$ cat src/rtl/ptt_pkg.sv
// ptt_pkg: shared widths, codes and types of the periodic timer table.
// No dependencies; used by every module of the block.
`timescale 1ns / 1ps

package ptt_pkg;

   localparam int TIMER_SLOTS = 16;
   localparam int TIME_BITS   = 48;
   localparam int MAX_FIRE    = 16;
   localparam int ID_BITS     = 31;
   localparam int PERIOD_BITS = 31;
   localparam int CODE_BITS   = 2;

   localparam int IDX_BITS      = $clog2(TIMER_SLOTS);
   localparam int SCAN_BITS     = $clog2(TIMER_SLOTS + 1);
   localparam int FIRE_CNT_BITS = $clog2(MAX_FIRE + 1);

   // request tdata: period_ms, timer_ref, zero fill to whole bytes
   localparam int REQ_PERIOD_LSB = 0;
   localparam int REQ_REF_LSB    = PERIOD_BITS;
   localparam int REQ_DATA_BITS  = ((PERIOD_BITS + ID_BITS + 7) / 8) * 8;

   // response tdata: timer_num, status, zero fill to whole bytes
   localparam int RSP_DATA_BITS = ((ID_BITS + CODE_BITS + 7) / 8) * 8;
   localparam int RSP_PAD_BITS  = RSP_DATA_BITS - ID_BITS - CODE_BITS;

   localparam logic [CODE_BITS-1:0] OP_ADD    = 2'd0;
   localparam logic [CODE_BITS-1:0] OP_REMOVE = 2'd1;
   localparam logic [CODE_BITS-1:0] OP_TICK   = 2'd2;

   localparam logic [CODE_BITS-1:0] KIND_ADD    = 2'd0;
   localparam logic [CODE_BITS-1:0] KIND_REMOVE = 2'd1;
   localparam logic [CODE_BITS-1:0] KIND_FIRE   = 2'd2;

   localparam logic [CODE_BITS-1:0] STATUS_OK        = 2'd0;
   localparam logic [CODE_BITS-1:0] STATUS_FULL      = 2'd1;
   localparam logic [CODE_BITS-1:0] STATUS_NOT_FOUND = 2'd2;

   typedef struct packed {
      logic [TIME_BITS-1:0]   deadline;
      logic [PERIOD_BITS-1:0] period;
      logic [ID_BITS-1:0]     id;
   } slot_entry_type;

   typedef struct packed {
      logic                 valid;
      logic [CODE_BITS-1:0] kind;
      logic [ID_BITS-1:0]   num;
      logic [CODE_BITS-1:0] status;
      logic                 last;
   } rsp_item_type;

endpackage

$ cat src/rtl/ptt_rsp_reg.sv
// ptt_rsp_reg: one-entry output register for the response stream.
// Depends on ptt_pkg for the response item type and field widths.
`timescale 1ns / 1ps

module ptt_rsp_reg (
   input  logic                               clock,
   input  logic                               reset,
   input  ptt_pkg::rsp_item_type              push,
   output logic                               free,
   output logic                               rsp_tvalid,
   input  logic                               rsp_tready,
   output logic [ptt_pkg::RSP_DATA_BITS-1:0]  rsp_tdata,  // timer_num, status
   output logic [ptt_pkg::CODE_BITS-1:0]      rsp_tuser,  // kind
   output logic                               rsp_tlast
);

   logic                             valid_ff;
   logic [ptt_pkg::CODE_BITS-1:0]    kind_ff;
   logic [ptt_pkg::ID_BITS-1:0]      num_ff;
   logic [ptt_pkg::CODE_BITS-1:0]    status_ff;
   logic                             last_ff;

   assign free       = !valid_ff || rsp_tready;
   assign rsp_tvalid = valid_ff;
   assign rsp_tdata  = {{ptt_pkg::RSP_PAD_BITS{1'b0}}, status_ff, num_ff};
   assign rsp_tuser  = kind_ff;
   assign rsp_tlast  = last_ff;

   always_ff @(posedge clock) begin
      if (reset) begin
         valid_ff <= 1'b0;
      end else if (push.valid) begin
         valid_ff <= 1'b1;
      end else if (rsp_tready) begin
         valid_ff <= 1'b0;
      end
   end

   always_ff @(posedge clock) begin
      if (push.valid) begin
         kind_ff   <= push.kind;
         num_ff    <= push.num;
         status_ff <= push.status;
         last_ff   <= push.last;
      end
   end

endmodule

$ cat src/rtl/ptt_engine.sv
// ptt_engine: sequencer and slot memory of the timer table (add, remove, tick scans).
// Depends on ptt_pkg; feeds result items to ptt_rsp_reg.
`timescale 1ns / 1ps

module ptt_engine (
   input  logic                               clock,
   input  logic                               reset,
   input  logic                               req_tvalid,
   output logic                               req_tready,
   input  logic [ptt_pkg::REQ_DATA_BITS-1:0]  req_tdata,
   input  logic [ptt_pkg::CODE_BITS-1:0]      req_tuser,
   input  logic                               rsp_free,
   output ptt_pkg::rsp_item_type              push
);

   localparam logic [2:0] ST_IDLE  = 3'd0;
   localparam logic [2:0] ST_ADD   = 3'd1;
   localparam logic [2:0] ST_SCAN  = 3'd2;
   localparam logic [2:0] ST_DONE  = 3'd3;
   localparam logic [2:0] ST_FLUSH = 3'd4;

   localparam logic [ptt_pkg::SCAN_BITS-1:0] SCAN_END =
      ptt_pkg::SCAN_BITS'(ptt_pkg::TIMER_SLOTS);
   localparam logic [ptt_pkg::IDX_BITS-1:0] LAST_IDX =
      ptt_pkg::IDX_BITS'(ptt_pkg::TIMER_SLOTS - 1);
   localparam logic [ptt_pkg::FIRE_CNT_BITS-1:0] FIRE_LAST =
      ptt_pkg::FIRE_CNT_BITS'(ptt_pkg::MAX_FIRE - 1);

   ptt_pkg::slot_entry_type slot_mem [ptt_pkg::TIMER_SLOTS];
   ptt_pkg::slot_entry_type rd_data_ff;
   ptt_pkg::slot_entry_type wr_data;
   logic [ptt_pkg::IDX_BITS-1:0] rd_addr;
   logic [ptt_pkg::IDX_BITS-1:0] wr_addr;
   logic                         mem_we;

   logic [2:0] state_ff, state_in;
   logic [ptt_pkg::CODE_BITS-1:0]   op_ff, op_in;
   logic [ptt_pkg::PERIOD_BITS-1:0] period_ff, period_in;
   logic [ptt_pkg::ID_BITS-1:0]     ref_ff, ref_in;
   logic [ptt_pkg::TIME_BITS-1:0]   now_ff, now_in;
   logic [ptt_pkg::ID_BITS-1:0]     id_ctr_ff, id_ctr_in;
   logic [ptt_pkg::TIMER_SLOTS-1:0] valid_ff, valid_in;
   logic [ptt_pkg::TIMER_SLOTS-1:0] fired_ff, fired_in;
   logic [ptt_pkg::SCAN_BITS-1:0]   scan_ff, scan_in;
   logic                            eval_ff, eval_in;
   logic [ptt_pkg::IDX_BITS-1:0]    eval_idx_ff, eval_idx_in;
   logic                            found_ff, found_in;
   logic [ptt_pkg::IDX_BITS-1:0]    found_idx_ff, found_idx_in;
   logic                            best_found_ff, best_found_in;
   logic [ptt_pkg::IDX_BITS-1:0]    best_idx_ff, best_idx_in;
   logic [ptt_pkg::TIME_BITS-1:0]   best_age_ff, best_age_in;
   logic [ptt_pkg::ID_BITS-1:0]     best_id_ff, best_id_in;
   logic [ptt_pkg::PERIOD_BITS-1:0] best_period_ff, best_period_in;
   logic                            held_ff, held_in;
   logic [ptt_pkg::ID_BITS-1:0]     held_id_ff, held_id_in;
   logic [ptt_pkg::FIRE_CNT_BITS-1:0] fire_cnt_ff, fire_cnt_in;

   logic                           free_any;
   logic [ptt_pkg::IDX_BITS-1:0]   free_idx;
   logic [ptt_pkg::TIME_BITS-1:0]  age;
   logic                           cand;
   logic                           better;

   // lowest free slot
   always_comb begin
      free_idx = '0;
      for (int s = ptt_pkg::TIMER_SLOTS - 1; s >= 0; s--) begin
         if (!valid_ff[s]) begin
            free_idx = ptt_pkg::IDX_BITS'(s);
         end
      end
   end
   assign free_any = ~&valid_ff;

   // expired when now - deadline lies in the lower half of the time circle
   assign age    = now_ff - rd_data_ff.deadline;
   assign cand   = valid_ff[eval_idx_ff] && !fired_ff[eval_idx_ff] &&
                   !age[ptt_pkg::TIME_BITS-1];
   assign better = (age > best_age_ff) ||
                   ((age == best_age_ff) && (rd_data_ff.id < best_id_ff));

   assign rd_addr = (scan_ff < SCAN_END) ? scan_ff[ptt_pkg::IDX_BITS-1:0] : '0;
   assign req_tready = (state_ff == ST_IDLE);

   always_comb begin
      state_in       = state_ff;
      op_in          = op_ff;
      period_in      = period_ff;
      ref_in         = ref_ff;
      now_in         = now_ff;
      id_ctr_in      = id_ctr_ff;
      valid_in       = valid_ff;
      fired_in       = fired_ff;
      scan_in        = scan_ff;
      eval_in        = 1'b0;
      eval_idx_in    = rd_addr;
      found_in       = found_ff;
      found_idx_in   = found_idx_ff;
      best_found_in  = best_found_ff;
      best_idx_in    = best_idx_ff;
      best_age_in    = best_age_ff;
      best_id_in     = best_id_ff;
      best_period_in = best_period_ff;
      held_in        = held_ff;
      held_id_in     = held_id_ff;
      fire_cnt_in    = fire_cnt_ff;
      mem_we         = 1'b0;
      wr_addr        = best_idx_ff;
      wr_data.deadline = now_ff + ptt_pkg::TIME_BITS'(best_period_ff);
      wr_data.period   = best_period_ff;
      wr_data.id       = best_id_ff;
      push           = '0;

      case (state_ff)
         ST_IDLE: begin
            if (req_tvalid) begin
               op_in     = req_tuser;
               period_in = req_tdata[ptt_pkg::REQ_PERIOD_LSB +: ptt_pkg::PERIOD_BITS];
               ref_in    = req_tdata[ptt_pkg::REQ_REF_LSB +: ptt_pkg::ID_BITS];
               case (req_tuser)
                  ptt_pkg::OP_ADD: begin
                     state_in = ST_ADD;
                  end
                  ptt_pkg::OP_REMOVE: begin
                     found_in = 1'b0;
                     scan_in  = '0;
                     state_in = ST_SCAN;
                  end
                  ptt_pkg::OP_TICK: begin
                     now_in        = now_ff + 1'b1;
                     fired_in      = '0;
                     fire_cnt_in   = '0;
                     held_in       = 1'b0;
                     best_found_in = 1'b0;
                     scan_in       = '0;
                     state_in      = ST_SCAN;
                  end
                  default: begin
                  end
               endcase
            end
         end
         ST_ADD: begin
            if (rsp_free) begin
               push.valid = 1'b1;
               push.kind  = ptt_pkg::KIND_ADD;
               push.last  = 1'b1;
               if (free_any) begin
                  mem_we           = 1'b1;
                  wr_addr          = free_idx;
                  wr_data.deadline = now_ff + ptt_pkg::TIME_BITS'(period_ff);
                  wr_data.period   = period_ff;
                  wr_data.id       = id_ctr_ff + 1'b1;
                  valid_in[free_idx] = 1'b1;
                  id_ctr_in        = id_ctr_ff + 1'b1;
                  push.num         = id_ctr_ff + 1'b1;
                  push.status      = ptt_pkg::STATUS_OK;
               end else begin
                  push.num    = '0;
                  push.status = ptt_pkg::STATUS_FULL;
               end
               state_in = ST_IDLE;
            end
         end
         ST_SCAN: begin
            if (scan_ff < SCAN_END) begin
               eval_in = 1'b1;
               scan_in = scan_ff + 1'b1;
            end
            if (eval_ff) begin
               if (op_ff == ptt_pkg::OP_REMOVE) begin
                  if (valid_ff[eval_idx_ff] && (rd_data_ff.id == ref_ff) && !found_ff) begin
                     found_in     = 1'b1;
                     found_idx_in = eval_idx_ff;
                  end
               end else if (cand && (!best_found_ff || better)) begin
                  best_found_in  = 1'b1;
                  best_idx_in    = eval_idx_ff;
                  best_age_in    = age;
                  best_id_in     = rd_data_ff.id;
                  best_period_in = rd_data_ff.period;
               end
               if (eval_idx_ff == LAST_IDX) begin
                  state_in = ST_DONE;
               end
            end
         end
         ST_DONE: begin
            if (op_ff == ptt_pkg::OP_REMOVE) begin
               if (rsp_free) begin
                  push.valid  = 1'b1;
                  push.kind   = ptt_pkg::KIND_REMOVE;
                  push.num    = ref_ff;
                  push.status = found_ff ? ptt_pkg::STATUS_OK : ptt_pkg::STATUS_NOT_FOUND;
                  push.last   = 1'b1;
                  if (found_ff) begin
                     valid_in[found_idx_ff] = 1'b0;
                  end
                  state_in = ST_IDLE;
               end
            end else if (!best_found_ff) begin
               state_in = ST_FLUSH;
            end else if (!held_ff || rsp_free) begin
               // previous fire is not last; reload the winner, it is skipped from now on
               if (held_ff) begin
                  push.valid  = 1'b1;
                  push.kind   = ptt_pkg::KIND_FIRE;
                  push.num    = held_id_ff;
                  push.status = ptt_pkg::STATUS_OK;
                  push.last   = 1'b0;
               end
               mem_we                = 1'b1;
               fired_in[best_idx_ff] = 1'b1;
               held_in               = 1'b1;
               held_id_in            = best_id_ff;
               fire_cnt_in           = fire_cnt_ff + 1'b1;
               best_found_in         = 1'b0;
               scan_in               = '0;
               state_in = (fire_cnt_ff == FIRE_LAST) ? ST_FLUSH : ST_SCAN;
            end
         end
         ST_FLUSH: begin
            if (!held_ff) begin
               state_in = ST_IDLE;
            end else if (rsp_free) begin
               push.valid  = 1'b1;
               push.kind   = ptt_pkg::KIND_FIRE;
               push.num    = held_id_ff;
               push.status = ptt_pkg::STATUS_OK;
               push.last   = 1'b1;
               held_in     = 1'b0;
               state_in    = ST_IDLE;
            end
         end
         default: begin
            state_in = ST_IDLE;
         end
      endcase
   end

   // slot memory, one write and one registered read port
   always_ff @(posedge clock) begin
      if (mem_we) begin
         slot_mem[wr_addr] <= wr_data;
      end
      rd_data_ff <= slot_mem[rd_addr];
   end

   always_ff @(posedge clock) begin
      if (reset) begin
         state_ff      <= ST_IDLE;
         now_ff        <= '0;
         id_ctr_ff     <= '0;
         valid_ff      <= '0;
         fired_ff      <= '0;
         scan_ff       <= '0;
         eval_ff       <= 1'b0;
         found_ff      <= 1'b0;
         best_found_ff <= 1'b0;
         held_ff       <= 1'b0;
         fire_cnt_ff   <= '0;
      end else begin
         state_ff      <= state_in;
         now_ff        <= now_in;
         id_ctr_ff     <= id_ctr_in;
         valid_ff      <= valid_in;
         fired_ff      <= fired_in;
         scan_ff       <= scan_in;
         eval_ff       <= eval_in;
         found_ff      <= found_in;
         best_found_ff <= best_found_in;
         held_ff       <= held_in;
         fire_cnt_ff   <= fire_cnt_in;
      end
   end

   always_ff @(posedge clock) begin
      op_ff          <= op_in;
      period_ff      <= period_in;
      ref_ff         <= ref_in;
      eval_idx_ff    <= eval_idx_in;
      found_idx_ff   <= found_idx_in;
      best_idx_ff    <= best_idx_in;
      best_age_ff    <= best_age_in;
      best_id_ff     <= best_id_in;
      best_period_ff <= best_period_in;
      held_id_ff     <= held_id_in;
   end

endmodule

$ cat src/rtl/periodic_timer_table.sv
// periodic_timer_table: top level of the periodic timer table.
// Depends on ptt_pkg, ptt_engine and ptt_rsp_reg.
`timescale 1ns / 1ps

// One request transaction is taken at a time; ready is high only while the
// sequencer is idle. Timer state lives in a slot memory with one read and one
// write port. A remove sweeps that read port once over all TIMER_SLOTS entries,
// and a tick sweeps it once per fired timer and once more to find no further
// expired timer, that last sweep left out when MAX_FIRE timers fire; an add
// does not sweep. Waiting on rsp_tready stalls the sequencer. Every fired timer
// is reloaded as soon as it is picked. Results pass through a one-entry output
// register, so the next request is accepted while the last response is still
// pending. No clearing pass is needed after reset.

module periodic_timer_table (
   input  logic                               clock,
   input  logic                               reset,
   input  logic                               req_tvalid,
   output logic                               req_tready,
   input  logic [ptt_pkg::REQ_DATA_BITS-1:0]  req_tdata,  // period_ms, timer_ref
   input  logic [ptt_pkg::CODE_BITS-1:0]      req_tuser,  // operation
   output logic                               rsp_tvalid,
   input  logic                               rsp_tready,
   output logic [ptt_pkg::RSP_DATA_BITS-1:0]  rsp_tdata,  // timer_num, status
   output logic [ptt_pkg::CODE_BITS-1:0]      rsp_tuser,  // kind
   output logic                               rsp_tlast
);

   ptt_pkg::rsp_item_type push;
   logic                  rsp_free;

   ptt_engine u_engine (
      .clock      (clock),
      .reset      (reset),
      .req_tvalid (req_tvalid),
      .req_tready (req_tready),
      .req_tdata  (req_tdata),
      .req_tuser  (req_tuser),
      .rsp_free   (rsp_free),
      .push       (push)
   );

   ptt_rsp_reg u_rsp_reg (
      .clock      (clock),
      .reset      (reset),
      .push       (push),
      .free       (rsp_free),
      .rsp_tvalid (rsp_tvalid),
      .rsp_tready (rsp_tready),
      .rsp_tdata  (rsp_tdata),
      .rsp_tuser  (rsp_tuser),
      .rsp_tlast  (rsp_tlast)
   );

   // add answers always close their request
   a_add_last: assert property (@(posedge clock) disable iff (reset)
      (rsp_tvalid && (rsp_tuser == ptt_pkg::KIND_ADD)) |-> rsp_tlast)
      else $error("add answer without tlast");

   // fired timers always report ok
   a_fire_ok: assert property (@(posedge clock) disable iff (reset)
      (rsp_tvalid && (rsp_tuser == ptt_pkg::KIND_FIRE)) |->
      (rsp_tdata[ptt_pkg::ID_BITS +: ptt_pkg::CODE_BITS] == ptt_pkg::STATUS_OK))
      else $error("fire transaction with nonzero status");

   // a full table answers with id zero
   a_full_zero: assert property (@(posedge clock) disable iff (reset)
      (rsp_tvalid &&
       (rsp_tdata[ptt_pkg::ID_BITS +: ptt_pkg::CODE_BITS] == ptt_pkg::STATUS_FULL)) |->
      ((rsp_tuser == ptt_pkg::KIND_ADD) && (rsp_tdata[ptt_pkg::ID_BITS-1:0] == '0)))
      else $error("table full status on a wrong transaction");

   // no response is pushed while the output register still holds one
   a_no_overwrite: assert property (@(posedge clock) disable iff (reset)
      push.valid |-> rsp_free)
      else $error("response register overwritten");

endmodule
$ cat config.mk
export PLATFORM = sky130hd
export DESIGN_NAME = periodic_timer_table
export DESIGN_NICKNAME = d
export VERILOG_FILES = /design/src/rtl/ptt_pkg.sv /design/src/rtl/ptt_rsp_reg.sv /design/src/rtl/ptt_engine.sv /design/src/rtl/periodic_timer_table.sv
export SDC_FILE = /design/constraint.sdc
export NUM_CORES = 2
export LEC_CHECK = 0
export ABC_AREA = 1
export BUFFER_PORTS_ARGS = -buffer_cell sky130_fd_sc_hd__buf_2
export CAP_MARGIN = 15
export CORE_ASPECT_RATIO = 1.2
export CORE_MARGIN = 8
export CORE_UTILIZATION = 50
export CTS_BUF_LIST = sky130_fd_sc_hd__clkbuf_8
export DETAILED_ROUTE_END_ITERATION = 8
export HOLD_SLACK_MARGIN = 0.08
export PLACE_DENSITY = 0.76
export SYNTH_ARGS = -nofsm -noshare
export SYNTH_HDL_FRONTEND = slang
export SYNTH_SLANG_ARGS = --single-unit
$ cat constraint.sdc
create_clock -name clock -period 19.3 [get_ports clock]
set_input_delay 0.965 -clock clock [delete_from_list [all_inputs] [get_ports clock]]
set_output_delay 0.965 -clock clock [all_outputs]
set_load 0.05 [all_outputs]
==> impl_metrics.yaml <==
run_status:
  outcome: "complete, no violations"
cts:
  clock_path_buffers: 4
  cts_made_buffers: 343
  cts_tree: "yes"
  postCtsSetupRepairBufs: 0
  hold_buffers: 64
  cts_max_level: 5
  post_cts_resized: 0
  clk-insertion-delay-late_ns: 1.08
  clock_sink_total: 2252
  worst_setup_hold_path_clk_slew_ns: 0.07
  clock_tree.root_cell: "sky130_fd_sc_hd__clkbuf_8"
synth:
  dominantRegCellSynth: "sky130_fd_sc_hd__edfxtp_1"
  synth.cells.most_frequent: "sky130_fd_sc_hd__edfxtp_1, sky130_fd_sc_hd__nor2_1, sky130_fd_sc_hd__o21ai_0, sky130_fd_sc_hd__nand2_1, sky130_fd_sc_hd__inv_1"
  yosys-top-cells-area: "sky130_fd_sc_hd__edfxtp_1, sky130_fd_sc_hd__o21ai_0, sky130_fd_sc_hd__dfxtp_1"
  synth_edf_count: 2009
  yosysSeqAreaShare_pct: 68.1
  post-synth-top-area-fraction_pct: 63.0
  yosys.cell_types.count: 62
  synth_cells: 8246
  yosys.area.top_type: "sky130_fd_sc_hd__edfxtp_1"
  syn-mean-instance-area_um2: 11.6
  syn-cell-area_um2: 95800
  yosys_register_bits: 2252
  asyncSetResetFlopFracSynth_pct: 0
  post-synth-top-count-cell: "sky130_fd_sc_hd__edfxtp_1"
  ys.warnings.count: 0
grt:
  grt_antenna_before_repair: 4
  grt_pass1_wl_um: 399000
  gr_util_all_layers_pct: 25.0
  total_congestion_overflow_after_global_routing: 0
  grt_start_max_net_pins: 213
  grt_pass1_vias: 67200
timing:
  worst_slew_pin_slew_ns: 1.16
  finalHoldViolCount: 0
  timing.slew.headroom_pct: 22.3
  timing.final.crit_period_ns: 6.67
  final.setup_skew_ns: 0.0987
  timing.setup.tns_ns: 0
  rsz0062_at_grt: "false"
  final.period_utilization_pct: 34.5
  report.final.setup_viol: 0
  timing.fmax_ghz: 0.150
  maxSlewViolCount: 0
critical_path:
  worst-r2r-setup-slack_ns: 12.63
  crit_path_end_kind: "register"
  worst_r2r_endpoint: "u_engine.best_period_ff[11]"
  crit_end: "u_engine.best_period_ff[11]"
  critical_path.startpoint: "u_engine.now_ff[0]"
  worstPathMaxFanout: 110
  r2r-start: "u_engine.now_ff[0]"
  required_ns: 19.93
  critical_path_class: "reg -> reg"
  crit_path_start_kind: "register"
  cp_data_arrival_time_ns: 7.30
  timing.reg2reg.worst_path_depth: 26
cells_and_area:
  flow.area_growth_from_synthesis_pct: 10.9
  fillerInstances: 15100
  layout.nets: 8735
  final_cells: 11200
  drive_gt1_share_pct: 8.87
flow_run:
  cap_violations: 0
die:
  placementRows: 176
  width_of_the_die_um: 416
  floorplan.io_pins: 115
  die_area_um2: 206000
  core_region_area_um2: 191000
  initial_core_util_pct: 50.2
  die_height_um: 495
place:
  dpl.cell_count: 10500
  place_congestion: 0.955
  dp_wirelength_um: 151000
  quantity_of_i_o_buffers_inserted_on_ports: 105
detailed_routing:
  wl_um: 270000
  drtPass1Iterations: 6
  drtAntennaViolNets: 0
  post-route-drc-count: 0
  drt-vias-per-instance: 6.14
  wl_per_cell_um: 24.0
  routed-via-count: 68900
  drt_iter0_markers: 8339
pwr:
  power_density_nw_per_um2: 104
  leakage_dissipation_nw: 36.6
  vdd_drop_max_mv: 0.110
  fin_total_pwr_w: 0.0110
min_path:
  worstHoldPathType: "in -> reg"
[registers in the layout, summed over array words and instances, names as in the netlist, 5 cells and up]
register and cells:
u_engine.valid_ff 16, u_engine.id_ctr_ff 31, u_engine.slot_mem 1760, u_engine.best_period_ff 31, u_engine.scan_ff 5, u_engine.now_ff 48, u_engine.ref_ff 31, u_engine.fired_ff 16
u_engine.fire_cnt_ff 5, u_engine.best_id_ff 31, u_engine.period_ff 31, u_rsp_reg.num_ff 31, u_engine.best_age_ff 48, u_engine.held_id_ff 31, u_engine.rd_data_ff 110
[cell type report]
cell class | count | area, um^2 | area share (%)
antenna | 2 | 5.00 | 0.00471
tap | 2492 | 3120 | 2.93
inverter | 511 | 1950 | 1.84
clock buffer | 375 | 5160 | 4.86
timing repair buffer | 295 | 2270 | 2.13
multi-input combinational | 5064 | 27200 | 25.6
sequential | 2252 | 65200 | 61.4
clock inverter | 227 | 1360 | 1.28
[report_power, final]
group          internal (W)  leakage [nW]  switching, W
clock               0.00200          3.81       0.00181
sequential          0.00558          20.1      0.000107
combinational      0.000374          12.7       0.00117
total               0.00795          36.6       0.00309
[critical path: stages, from the launching register on]
cell	delay (ns)
sky130_fd_sc_hd__dfxtp_1	0.49
sky130_fd_sc_hd__inv_1	0.17
sky130_fd_sc_hd__ha_1	0.22
sky130_fd_sc_hd__inv_1	0.08
sky130_fd_sc_hd__fa_1	0.29
sky130_fd_sc_hd__nand3_1	0.10
sky130_fd_sc_hd__nand2_1	0.20
sky130_fd_sc_hd__a21oi_1	0.15
sky130_fd_sc_hd__o21ai_1	0.45
sky130_fd_sc_hd__a21oi_1	0.19
sky130_fd_sc_hd__o21ai_1	0.28
sky130_fd_sc_hd__nand2_1	0.09
sky130_fd_sc_hd__nand2_1	0.16
sky130_fd_sc_hd__nand2_1	0.07
sky130_fd_sc_hd__nand2_1	0.08
sky130_fd_sc_hd__xor2_1	0.25
sky130_fd_sc_hd__ha_1	0.17
sky130_fd_sc_hd__nand2_1	0.07
sky130_fd_sc_hd__nor3_1	0.31
sky130_fd_sc_hd__nand3_1	0.22
sky130_fd_sc_hd__inv_1	0.12
sky130_fd_sc_hd__nand3b_1	0.14
sky130_fd_sc_hd__nand3b_1	0.20
sky130_fd_sc_hd__nand3_1	0.19
sky130_fd_sc_hd__nand2_1	0.14
sky130_fd_sc_hd__nor4_2	0.62
sky130_fd_sc_hd__buf_12	0.63
[per-layer routing]
| layer | wire, um | part of all wire (%) | vias up | GRT usage [%] |
|---|---|---|---|---|
| met4 | 14200 | 5.3 | 0 | 12.6 |
| met1 | 100000 | 37 | 33300 | 31.2 |
| li1 | - | - | 30500 | - |
| met5 | 0 | 0 | - | 0 |
| met3 | 26100 | 9.7 | 864 | 4.42 |
| met2 | 129000 | 48 | 4180 | 42.0 |
[how the worst min path moves through the flow]
stage | startpoint | end | slack [ns] | cells past startpoint
after floorplan | u_engine.rd_data_ff[31] | u_engine.best_period_ff[0] | 0.39 | 0
after global placement | u_engine.rd_data_ff[37] | u_engine.best_period_ff[6] | 0.39 | 0
after detailed placement | u_engine.rd_data_ff[40] | u_engine.best_period_ff[9] | 0.39 | 0
after CTS | rsp_tready | u_rsp_reg.rsp_tvalid | 0.29 | 4
after global routing | req_tvalid | u_engine.op_ff[1] | 0.30 | 3
final | req_tvalid | u_engine.op_ff[1] | 0.36 | 3
[layout by cell type, fill, tap and decap left out, drive strengths merged, types with 198 or more instances in the layout]
master / count
nand2: 837
o21ai: 1148
o22ai: 198
buf: 231
nor2: 1285
inv: 631
clkbuf: 375
a21oi: 339
dfxtp: 243
o221ai: 252
edfxtp: 2009
[stage by stage]
step           hold WS [ns]  utilization [%]  cell area (um^2)  setup WS (ns)
2_1_floorplan         0.386                -             95800           4.31
3_3_place_gp          0.388             51.9             99000          12.86
3_5_place_dp          0.389             51.9             99100          12.83
4_1_cts               0.291             55.6            106000          12.77
5_1_grt               0.301             55.7            106000          12.10
6_report              0.356             55.7            106000          12.63
[logic make-up (layout without fill, tap and decap cells)]
| kind of cell | after synthesis | count (layout) | share of synthesized area, % |
|---|---|---|---|
| and+or+nand+nor | 2461 | 2461 | 10.5 |
| AOI/OAI and AO/OA | 2281 | 2281 | 14.0 |
| DFF | 2252 | 2252 | 68.1 |
| buffers and inverters | 936 | 1408 | 3.74 |
| adders and majority gates | 198 | 198 | 2.61 |
| xor gates and xnor gates | 116 | 116 | 1.06 |
| other | 1 | 9 | 0.00392 |
| muxes | 1 | 1 | 0.0105 |
Power figures use the tool's default switching activity.
